`config.mk`:
```
export PLATFORM = sky130hd
export DESIGN_NAME = edf_slice_scheduler_top
export DESIGN_NICKNAME = d
export VERILOG_FILES = /design/src/design/edfss_pkg.sv /design/src/design/edfss_ram.sv /design/src/design/edf_slice_scheduler_top.sv
export SDC_FILE = /design/constraint.sdc
export NUM_CORES = 1
export LEC_CHECK = 0
export ABC_CLOCK_PERIOD_IN_PS = 5950
export BUFFER_PORTS_ARGS = -buffer_cell sky130_fd_sc_hd__buf_2
export CAP_MARGIN = 20
export CORE_UTILIZATION = 55
export DETAILED_ROUTE_END_ITERATION = 7
export PLACE_DENSITY_LB_ADDON = 0.12
export SKIP_CTS_REPAIR_TIMING = 1
export SYNTH_ARGS = -nofsm -noshare
export SYNTH_HDL_FRONTEND = slang
export SYNTH_SLANG_ARGS = --single-unit
```
`constraint.sdc`:
```
create_clock -name i_clk -period 5.95 [get_ports i_clk]
set_input_delay 1.19 -clock i_clk [delete_from_list [all_inputs] [get_ports i_clk]]
set_output_delay 1.19 -clock i_clk [all_outputs]
set_load 0.03 [all_outputs]
```
`src/design/edfss_pkg.sv`:
```
// shared types and constants for the edf slice scheduler
// used by edf_slice_scheduler_top, the checker and the testbench; no dependencies
package edfss_pkg;

    localparam int TABLE_DEPTH_DEF = 8;
    localparam int SLICE_W         = 16;
    localparam int COUNT_W         = 4;
    localparam int INDEX_W         = 3;

    localparam logic OP_LOAD = 1'b0;
    localparam logic OP_TICK = 1'b1;

    localparam logic [SLICE_W-1:0] SLICE_MAX = {SLICE_W{1'b1}};

    typedef enum logic [1:0] {
        ST_IDLE,
        ST_SCAN,
        ST_FINISH
    } t_state;

endpackage

```
`src/design/edfss_ram.sv`:
```
// generic single write port, single read port ram with registered read data
// depends on nothing
module edfss_ram #(
    parameter int WIDTH = 16,
    parameter int DEPTH = 8,
    parameter int AW    = (DEPTH > 1) ? $clog2(DEPTH) : 1
) (
    input  logic             i_clk,
    input  logic             i_we,
    input  logic [AW-1:0]    i_waddr,
    input  logic [WIDTH-1:0] i_wdata,
    input  logic [AW-1:0]    i_raddr,
    output logic [WIDTH-1:0] o_rdata
);

    logic [WIDTH-1:0] r_mem [DEPTH];
    logic [WIDTH-1:0] r_rdata;

    always_ff @(posedge i_clk) begin
        if (i_we) begin
            r_mem[i_waddr] <= i_wdata;
        end
        r_rdata <= r_mem[i_raddr];
    end

    assign o_rdata = r_rdata;

endmodule

```
`src/design/edf_slice_scheduler_top.sv`:
```
// earliest-deadline-first slice scheduler, top level
// depends on edfss_pkg and edfss_ram
//
// A load item (operation 0) writes one task entry and busy never rises for
// it. A tick item (operation 1) scans entries 0 up to task_count-1 (capped
// at TABLE_DEPTH), reading one entry per cycle from the task tables through
// a single compare unit, then writes back the decremented work of the pick,
// if there is one. Busy stays high for the whole tick, so no new item is
// accepted until it falls; the result appears with o_done in the first cycle
// that busy is low. o_done is high for exactly one cycle and the result cannot
// be held off. task_count is written through the cfg channel, whose ready is
// high while the block is not busy. The task tables have no reset: every entry
// below task_count must be loaded before a tick.
module edf_slice_scheduler_top #(
    parameter int TABLE_DEPTH = edfss_pkg::TABLE_DEPTH_DEF
) (
    input  logic                          i_clk,
    input  logic                          i_rst_n,
    input  logic                          start,
    output logic                          busy,
    input  logic                          i_operation,
    input  logic [edfss_pkg::INDEX_W-1:0] i_entry_index,
    input  logic [edfss_pkg::SLICE_W-1:0] i_arrival_slice,
    input  logic [edfss_pkg::SLICE_W-1:0] i_deadline_slice,
    input  logic [edfss_pkg::SLICE_W-1:0] i_work_slices,
    input  logic                          i_cfg_valid,
    output logic                          o_cfg_ready,
    input  logic [edfss_pkg::COUNT_W-1:0] i_cfg_data,
    output logic                          o_done,
    output logic                          o_chosen_valid,
    output logic [edfss_pkg::INDEX_W-1:0] o_chosen_task,
    output logic [edfss_pkg::SLICE_W-1:0] o_slice_time,
    output logic [edfss_pkg::SLICE_W-1:0] o_work_left
);

    import edfss_pkg::*;

    localparam int AW = (TABLE_DEPTH > 1) ? $clog2(TABLE_DEPTH) : 1;
    // wide enough for the entry index, task_count and the table depth itself
    localparam int CW = AW + COUNT_W + 1;

    t_state r_state, n_state;

    logic [COUNT_W-1:0] r_task_count;
    logic [SLICE_W-1:0] r_slice;
    logic [SLICE_W-1:0] r_now;
    logic [CW-1:0]      r_limit;
    logic [CW-1:0]      r_scan;
    logic               r_rd_valid;
    logic [AW-1:0]      r_rd_idx;
    logic               r_found;
    logic [SLICE_W-1:0] r_best_dl;
    logic [SLICE_W-1:0] r_best_rem;
    logic [AW-1:0]      r_pick;
    logic               r_done;
    logic               r_chosen_valid;
    logic [INDEX_W-1:0] r_chosen_task;
    logic [SLICE_W-1:0] r_slice_time;
    logic [SLICE_W-1:0] r_work_left;

    logic accept;
    logic accept_load;
    logic accept_tick;
    logic scan_issue;
    logic finish;
    logic load_in_range;
    logic [CW-1:0] entry_ext;
    logic [CW-1:0] count_ext;
    logic [CW-1:0] limit_in;
    logic [CW-1:0] pick_ext;

    logic                 ent_we;
    logic [2*SLICE_W-1:0] ent_rdata;
    logic                 rem_we;
    logic [AW-1:0]        rem_waddr;
    logic [SLICE_W-1:0]   rem_wdata;
    logic [SLICE_W-1:0]   rem_rdata;
    logic [SLICE_W-1:0]   rd_arrival;
    logic [SLICE_W-1:0]   rd_deadline;
    logic                 better;
    logic [SLICE_W-1:0]   dec_rem;

    // fsm next state
    always_comb begin
        n_state = r_state;
        unique case (r_state)
            ST_IDLE: begin
                if (accept_tick) begin
                    n_state = ST_SCAN;
                end
            end
            ST_SCAN: begin
                // the last entry is compared in this cycle, its result is registered
                if (r_scan >= r_limit) begin
                    n_state = ST_FINISH;
                end
            end
            ST_FINISH: n_state = ST_IDLE;
            default:   n_state = ST_IDLE;
        endcase
    end

    // fsm outputs
    always_comb begin
        busy        = 1'b1;
        scan_issue  = 1'b0;
        finish      = 1'b0;
        unique case (r_state)
            ST_IDLE:   busy = 1'b0;
            ST_SCAN:   scan_issue = (r_scan < r_limit);
            ST_FINISH: finish = 1'b1;
            default:   busy = 1'b1;
        endcase
    end

    assign accept      = start && !busy;
    assign accept_load = accept && (i_operation == OP_LOAD);
    assign accept_tick = accept && (i_operation == OP_TICK);
    assign o_cfg_ready = !busy;

    assign entry_ext     = CW'(i_entry_index);
    assign load_in_range = (entry_ext < CW'(TABLE_DEPTH));
    assign count_ext     = CW'(r_task_count);
    assign limit_in      = (count_ext > CW'(TABLE_DEPTH)) ? CW'(TABLE_DEPTH) : count_ext;

    // tables: arrival and deadline together, remaining work on its own
    assign ent_we = accept_load && load_in_range;

    edfss_ram #(
        .WIDTH (2*SLICE_W),
        .DEPTH (TABLE_DEPTH),
        .AW    (AW)
    ) u_entry_ram (
        .i_clk   (i_clk),
        .i_we    (ent_we),
        .i_waddr (entry_ext[AW-1:0]),
        .i_wdata ({i_arrival_slice, i_deadline_slice}),
        .i_raddr (r_scan[AW-1:0]),
        .o_rdata (ent_rdata)
    );

    assign dec_rem   = r_best_rem - SLICE_W'(1);
    assign rem_we    = ent_we || (finish && r_found);
    assign rem_waddr = finish ? r_pick : entry_ext[AW-1:0];
    assign rem_wdata = finish ? dec_rem : i_work_slices;

    edfss_ram #(
        .WIDTH (SLICE_W),
        .DEPTH (TABLE_DEPTH),
        .AW    (AW)
    ) u_rem_ram (
        .i_clk   (i_clk),
        .i_we    (rem_we),
        .i_waddr (rem_waddr),
        .i_wdata (rem_wdata),
        .i_raddr (r_scan[AW-1:0]),
        .o_rdata (rem_rdata)
    );

    assign rd_arrival  = ent_rdata[2*SLICE_W-1:SLICE_W];
    assign rd_deadline = ent_rdata[SLICE_W-1:0];

    // the shared compare: eligible and strictly earlier keeps lowest index on ties
    assign better = (rd_arrival <= r_now) && (rem_rdata != '0)
                    && (!r_found || rd_deadline < r_best_dl);

    assign pick_ext = CW'(r_pick);

    always_ff @(posedge i_clk) begin
        if (!i_rst_n) begin
            r_state      <= ST_IDLE;
            r_task_count <= '0;
            r_slice      <= '0;
            r_rd_valid   <= 1'b0;
            r_found      <= 1'b0;
            r_done       <= 1'b0;
        end else begin
            r_state    <= n_state;
            r_rd_valid <= scan_issue;
            r_done     <= finish;
            if (i_cfg_valid && o_cfg_ready) begin
                r_task_count <= i_cfg_data;
            end
            if (accept_tick) begin
                r_found <= 1'b0;
            end else if (r_rd_valid && better) begin
                r_found <= 1'b1;
            end
            if (finish && r_slice != SLICE_MAX) begin
                r_slice <= r_slice + SLICE_W'(1);
            end
        end
    end

    always_ff @(posedge i_clk) begin
        if (accept_tick) begin
            r_now   <= r_slice;
            r_limit <= limit_in;
            r_scan  <= '0;
        end else if (scan_issue) begin
            r_scan <= r_scan + CW'(1);
        end
        r_rd_idx <= r_scan[AW-1:0];
        if (r_rd_valid && better) begin
            r_best_dl  <= rd_deadline;
            r_best_rem <= rem_rdata;
            r_pick     <= r_rd_idx;
        end
        if (finish) begin
            r_chosen_valid <= r_found;
            r_chosen_task  <= r_found ? pick_ext[INDEX_W-1:0] : '0;
            r_slice_time   <= r_now;
            r_work_left    <= r_found ? dec_rem : '0;
        end
    end

    assign o_done         = r_done;
    assign o_chosen_valid = r_chosen_valid;
    assign o_chosen_task  = r_chosen_task;
    assign o_slice_time   = r_slice_time;
    assign o_work_left    = r_work_left;

`ifndef NO_ASSERTIONS
    a_done_after_finish: assert property (@(posedge i_clk) disable iff (!i_rst_n)
        o_done |-> $past(r_state == ST_FINISH))
        else $error("result strobe without a finished scan");

    a_idle_fields_zero: assert property (@(posedge i_clk) disable iff (!i_rst_n)
        (o_done && !o_chosen_valid) |-> (o_chosen_task == '0 && o_work_left == '0))
        else $error("idle result carries nonzero task fields");

    a_scan_bounded: assert property (@(posedge i_clk) disable iff (!i_rst_n)
        (r_state == ST_SCAN) |-> (r_scan <= r_limit))
        else $error("scan index ran past the task limit");

    a_slice_moves_on_finish: assert property (@(posedge i_clk) disable iff (!i_rst_n)
        !$stable(r_slice) |-> $past(r_state == ST_FINISH))
        else $error("slice counter changed outside a tick");
`endif

endmodule

```
==> summary.md, run 1 <==
| Metric | Value |
|---|---|
| Clock Tree Buf Depth | `3` |
| Via count | `10030` |
| Share of layout cells above drive strength 1 | `28.32%` |
| Post-synth EDFFs | `475` |
| Non-Filler Instances | `1809` |
| Largest net degree at the start of global routing | `66` |
| Pwr Density | `392.0 nW/um2` |
| Synthesized flop and latch total | `559` |
| Slew margin rel. | `21.41%` |
| Height of the chip | `198.0 um` |
| DRC Markers | `0` |
| Area grow syn2layout | `14.05%` |
| Number of global-route vias before repair | `10110` |
| Syn_nets | `1214` |
| Startpoint Class | `flip-flop` |
| Synth Area per Inst | `18.93 um2` |
| I/O Buffers | `98` |
| Worst skew pair latency | `0.60 ns` |
| Commonest non-fill, non-tap cell in the layout | `edfxtp_1` |
| GPL Wtd Cong | `0.7577` |
| Netlist Area Pre-Place | `21130 um2` |
| Gate Count Post-Synth | `1116` |
| Routed vias/inst | `5.547` |
| Final Max Tran Viols | `0` |
| Status | `completed` |
| Cell Rows | `71` |
| CP endpoint kind | `output port` |
| Routed WL | `37970 um` |
| Layout Skew | `0.01172 ns` |
| Synth Warn # | `0` |
| First-pass DRT Iterations | `5` |
| DRT antenna net count | `0` |
| Fmax | `371.0 MHz` |
| Synth Flop Type | `edfxtp_1` |
| CTS clk-pin slew, worst paths | `0.06 ns` |
| Critical-path maximum fanout | `6` |
| Layout Utilization | `63.82%` |
| Fin crit period | `2.695 ns` |
| Worst-Margin Slew | `1.167 ns` |
| Period Utilization, post-route | `45.30%` |
| Post-synth cell types | `55` |
| Commonest non-fill, non-tap cells in the layout | `edfxtp_1, buf_2, mux4_2` |
| Post-synthesis sequential area ratio | `75.47%` |
| Drt initial violations | `714` |
| Post-DP HPWL | `23150 um` |
| Max-Cap Viols | `0` |
| Post-synthesis async set-or-reset flop share | `0%` |
| Final-stage net count | `1350` |
| Filler Cell Count | `2622` |
| Worst EP arrival | `1.51 ns` |
| RSZ-0062 raised after global routing | `no` |
| Starting Density | `55.96%` |
| Placed Cells incl. Taps | `1705` |
| Total grt overflow | `0` |
| HP Class | `flip-flop to flip-flop` |
| Total CTS buffers | `53` |
| Initial antenna violation count | `3` |
| Die area | `39200 um2` |
| Core Area | `37760 um2` |
| H-tree depth | `2` |
| Clock sink count | `559` |
| Die Wd | `198.0 um` |
| CTS tree | `done` |
| Leakage | `8.110 nW` |
| Setup CP Type | `flip-flop to output port` |
| Routed wire per std cell | `20.99 um` |
| Hold Vio Cnt, Final | `0` |
| Setup TNS Final | `0 ns` |
| Endpoints failing setup | `0` |
| Boundary Pins | `99` |
| Clk root buf | `clkbuf_16` |
| First-pass GRT wire length | `58660 um` |
| Gr usage total | `20.26%` |
| Maximum vdd drop | `303.0 uV` |
| CP required | `4.76 ns` |
==> registers in the layout (all words and copies together) (netlist names), 4 cells and up <==
signal	cells
u_entry_ram.r_mem	256
u_rem_ram.r_mem	128
u_entry_ram.o_rdata	32
o_slice_time	16
o_work_left	16
r_best_dl	16
r_best_rem	16
r_now	16
r_slice	16
u_rem_ram.o_rdata	16
r_scan	8
r_limit	4
r_task_count	4
==> where the power goes <==
group          internal, mW  total [mW]  switching (mW)  leakage (nW)
clock                  1.89        3.28            1.38         0.828
combinational         0.763        1.37           0.609          2.28
sequential             4.53        4.80           0.265          5.01
==> through the flow <==
step	setup WS, ns	hold slack, ns	total power, mW	cell area [um2]
after floorplan	1.459	0.3519	5.866	21130
after detailed placement	2.565	0.3887	6.285	22350
final	3.255	0.4025	9.447	24100
after global routing	3.027	0.4117	9.830	24090
after CTS	3.159	0.4027	9.557	24040
after global placement	2.247	0.3874	6.261	22310
==> worst max-delay path, cell delays in order, from the launching register on <==
cell	delay (ns)
dfxtp_1	0.33
nor2_1	0.31
buf_2	0.27
==> layer usage <==
layer | track usage, % | share of wire [%] | vias up
met3 | 4.224 | 4.5 | 59
met5 | 0 | 0.021 | -
met4 | 5.742 | 2.0 | 2
li1 | - | - | 4661
met2 | 32.03 | 48 | 214
met1 | 28.79 | 46 | 5098
==> cells by family (layout without fill, tap and decap cells) <==
| group | Yosys count | in the layout | share of synthesized area (%) |
|---|---|---|---|
| xor+xnor | 27 | 27 | 1.119 |
| simple gates | 182 | 182 | 4.299 |
| compound gates | 70 | 70 | 2.091 |
| other cells | 0 | 2 | 0 |
| buf+inv | 90 | 270 | 1.694 |
| mux | 150 | 150 | 13.08 |
| flops | 559 | 559 | 75.47 |
| fa+ha+maj | 38 | 38 | 2.250 |
==> cell usage after synthesis, types with 11 or more instances <==
master | number | area, um2
o21ai_0 | 22 | 110.1
mux4_2 | 96 | 2162
a21oi_1 | 17 | 85.08
inv_1 | 46 | 172.7
buf_2 | 13 | 65.06
nor2_1 | 71 | 266.5
mux2_2 | 48 | 540.5
edfxtp_1 | 475 | 14260
clkbuf_1 | 27 | 101.4
nand2_1 | 33 | 123.9
dfxtp_1 | 84 | 1682
ha_1 | 38 | 475.5
nand4_1 | 13 | 81.33
xnor2_1 | 20 | 175.2
nor3_1 | 11 | 55.05
==> cell type report <==
class / count / area (um2) / share of cell area, %
diodes: 2 / 5.005 / 0.02077
inverters: 47 / 176.4 / 0.7321
repair buffers: 124 / 734.5 / 3.048
flip-flops and latches: 559 / 15950 / 66.21
clock inverters: 26 / 229.0 / 0.9502
clock buffers: 73 / 1464 / 6.075
multi-input cells: 467 / 4895 / 20.31
well taps: 511 / 639.4 / 2.653
==> path summary, 6_finish.rpt <==
kind | startpoint | end | slack [ns] | cells after the start
worst max-delay path | r_state[1]$_SDFFE_PN0P_ | o_cfg_ready | 3.25 | 2
worst min register to register | r_rd_idx[0]$_DFF_P_ | r_pick[0]$_DFFE_PP_ | 0.40 | 0
worst max register to register | r_state[0]$_SDFFE_PN0P_ | r_slice[13]$_SDFFE_PN0P_ | 3.27 | 8
worst min-delay path | r_rd_idx[0]$_DFF_P_ | r_pick[0]$_DFFE_PP_ | 0.40 | 0
(Power assumes the default switching activity.)
==> inputs of run 2 (changes only) <==
--- a/config.mk
+++ b/config.mk
@@ -5,7 +5,7 @@
 export SDC_FILE = /design/constraint.sdc
 export NUM_CORES = 1
 export LEC_CHECK = 0
-export ABC_CLOCK_PERIOD_IN_PS = 5950
+export ABC_CLOCK_PERIOD_IN_PS = 2500
 export BUFFER_PORTS_ARGS = -buffer_cell sky130_fd_sc_hd__buf_2
 export CAP_MARGIN = 20
 export CORE_UTILIZATION = 55
==> constraint.sdc (replaced) <==
create_clock -name i_clk -period 2.5 [get_ports i_clk]
set_input_delay 0.5 -clock i_clk [delete_from_list [all_inputs] [get_ports i_clk]]
set_output_delay 0.5 -clock i_clk [all_outputs]
set_load 0.03 [all_outputs]
==> run 2 against run 1 <==
Core utilization increased by 1.6 points. Critical endpoint is now u_rem_ram.r_mem[4][10]$_DFFE_PP_. Clock power grew to 2.6 times the previous value. Wire length grew 2.9%.
==> summary.md, run 2 (synthesis results as in run 1) <==
| Metric | Value |
|---|---|
| Status | `completed` |
| Initial antenna violation count | `3 (unchanged)` |
| Pwr Density | `945.2 nW/um2 (+140%)` |
| Boundary Pins | `99 (unchanged)` |
| GPL Wtd Cong | `0.7981 (+5.3%)` |
| CP top delay family | `simple AND/OR/NAND/NOR gates` |
| I/O Buffers | `98 (unchanged)` |
| CTS tree | `done` |
| Setup TNS Final | `0 ns (unchanged)` |
| Maximum vdd drop | `665.7 uV (+120%)` |
| Worst-Margin Slew | `1.041 ns (-0.1260 ns)` |
| Final Max Tran Viols | `0 (unchanged)` |
| Multi-input logic area | `4950 um2 (+1.1%)` |
| Worst skew pair latency | `0.60 ns (about the same)` |
| Layout Skew | `0.02461 ns (+0.01289 ns)` |
| Met3 Track Usage GR | `3.594% (-0.63 points)` |
| Clk root buf | `clkbuf_16` |
| First-pass GRT wire length | `60350 um (+2.9%)` |
| Commonest non-fill, non-tap cell in the layout | `edfxtp_1` |
| Share of layout cells above drive strength 1 | `30.44% (+2.1 points)` |
| Hold Slack | `0.1568 ns (-0.2457 ns)` |
| Endpoints failing setup | `0 (unchanged)` |
| Die area | `39200 um2 (unchanged)` |
| Cell Rows | `71 (unchanged)` |
| Routing usage on met1 | `30.21% (+1.4 points)` |
| Height of the chip | `198.0 um (unchanged)` |
| Worst EP arrival | `2.65 ns (+1.14 ns)` |
| Clock Tree Buf Depth | `3 (unchanged)` |
| Period Utilization, post-route | `94.64%` |
| Total grt overflow | `0 (unchanged)` |
| Clock sink count | `559 (unchanged)` |
| Met2 usage | `32.62% (+0.59 points)` |
| Drt initial violations | `659 (-7.7%)` |
| Top reg by flops | `u_entry_ram.r_mem` |
| Routed wire per std cell | `21.27 um (+1.4%)` |
| Placed Cells incl. Taps | `1727 (+1.3%)` |
| RSZ-0062 raised after global routing | `no` |
| Area grow syn2layout | `16.82%` |
| Reg2Reg Setup Slack | `0.13 ns (-3.14 ns)` |
| Via count | `10330 (+2.9%)` |
| CTS clk-pin slew, worst paths | `0.06 ns (about the same)` |
| Final WS setup | `0.1341 ns (-3.121 ns)` |
| Commonest non-fill, non-tap cells in the layout | `edfxtp_1, buf_2, mux4_2` |
| Final-stage net count | `1374 (+1.8%)` |
| Filler Cell Count | `2585 (-1.4%)` |
| Fin crit period | `2.366 ns` |
| Routed WL | `39080 um (+2.9%)` |
| Number of global-route vias before repair | `10340 (+2.3%)` |
| First-pass DRT Iterations | `5 (unchanged)` |
| WP buf/inv | `1 (unchanged)` |
| Gr usage total | `20.79% (+0.53 points)` |
| CP Cell Sequence | `or4_4 -> buf_4 -> nor3_1 -> xnor2_1 -> o21ai_0` |
| Core Area | `37760 um2 (unchanged)` |
| Routed vias/inst | `5.621 (+1.3%)` |
| Number of flip-flops in the largest register | `256 (unchanged)` |
| Slew margin rel. | `29.90% (+8.5 points)` |
| Worst path max stage delay | `0.65 ns (+0.32 ns)` |
| Starting Density | `55.96% (unchanged)` |
| HP Class | `input pin to flip-flop` |
| Post-DP HPWL | `22810 um (-1.5%)` |
| Max-Cap Viols | `0 (unchanged)` |
| Fmax | `422.7 MHz` |
| Pre-CTS WS | `-0.1086 ns (-2.674 ns)` |
| Slowest cell on crit path | `o21ai_0` |
| DRT antenna net count | `0 (unchanged)` |
| Non-Filler Instances | `1837 (+1.5%)` |
| Register area | `15950 um2 (unchanged)` |
| DRC Markers | `0 (unchanged)` |
| H-tree depth | `2 (unchanged)` |
| Total CTS buffers | `56 (+5.7%)` |
| Cell Area, Placed | `22760 um2 (+1.8%)` |
| Die Wd | `198.0 um (unchanged)` |
| Layout Utilization | `65.38% (+1.6 points)` |
| Hold Vio Cnt, Final | `0 (unchanged)` |
| Final Cell Area | `24680 um2 (+2.4%)` |
| CP endpoint kind | `flip-flop` |
| Critical-path maximum fanout | `8 (+2)` |
| Setup CP Type | `flip-flop to flip-flop` |
| CP required | `2.79 ns (-1.97 ns)` |
| Startpoint Class | `flip-flop` |
| Grt peak-use layer | `met2` |
| Total power | `23.33 mW (+150%)` |
| Largest net degree at the start of global routing | `101 (+53%)` |
| Leakage | `8.376 nW (+3.3%)` |
run 2: changes by cell type in the layout (fill, tap and decap cells not counted), sizes merged:
cell      change
clkinvlp      -2
clkbuf        +9
buf          +20
bufinv        +1
run 2: layout make-up:
| cell class | count | area share, % |
|---|---|---|
| clock inverter | 25 | 1.029 |
| clock buffer | 81 | 6.676 |
| tap | 511 | 2.590 |
| antenna | 2 | 0.02028 |
| multi-input combinational | 467 | 20.05 |
| inverter | 47 | 0.7148 |
| sequential | 559 | 64.64 |
| timing repair buffer | 145 | 4.278 |
run 2: routing by layer:
metal | wire, um | vias to the layer above
li1 | - | 4724
met3 | 2014 | 64
met2 | 18380 | 258
met4 | 753 | 2
met5 | 13 | -
met1 | 17910 | 5278
run 2: worst paths after layout:
path / from / end / depth (start not counted)
setup / recovery: r_best_rem[8]$_DFFE_PP_ / u_rem_ram.r_mem[4][10]$_DFFE_PP_ / 5
hold / removal: i_cfg_data[2] / r_task_count[2]$_SDFFE_PN0P_ / 3
setup reg to reg: r_best_rem[8]$_DFFE_PP_ / u_rem_ram.r_mem[4][10]$_DFFE_PP_ / 5
hold reg to reg: r_rd_idx[1]$_DFF_P_ / r_pick[1]$_DFFE_PP_ / 0
run 2: report_power, final:
part	total [mW]	internal (mW)	switching (mW)	leakage [nW]
registers	11.1	10.8	0.337	5.01
clock network	8.44	5.08	3.36	0.939
logic	3.76	2.01	1.75	2.43
total	23.3	17.9	5.45	8.38
run 2: worst register-to-register path: cells and delay by family, from the launching register on:
kind            cells  cell delay, ns
compound gates      1            0.66
xor+xnor            1            0.12
buf+inv             1            0.16
flops               1            0.38
simple gates        2            0.73
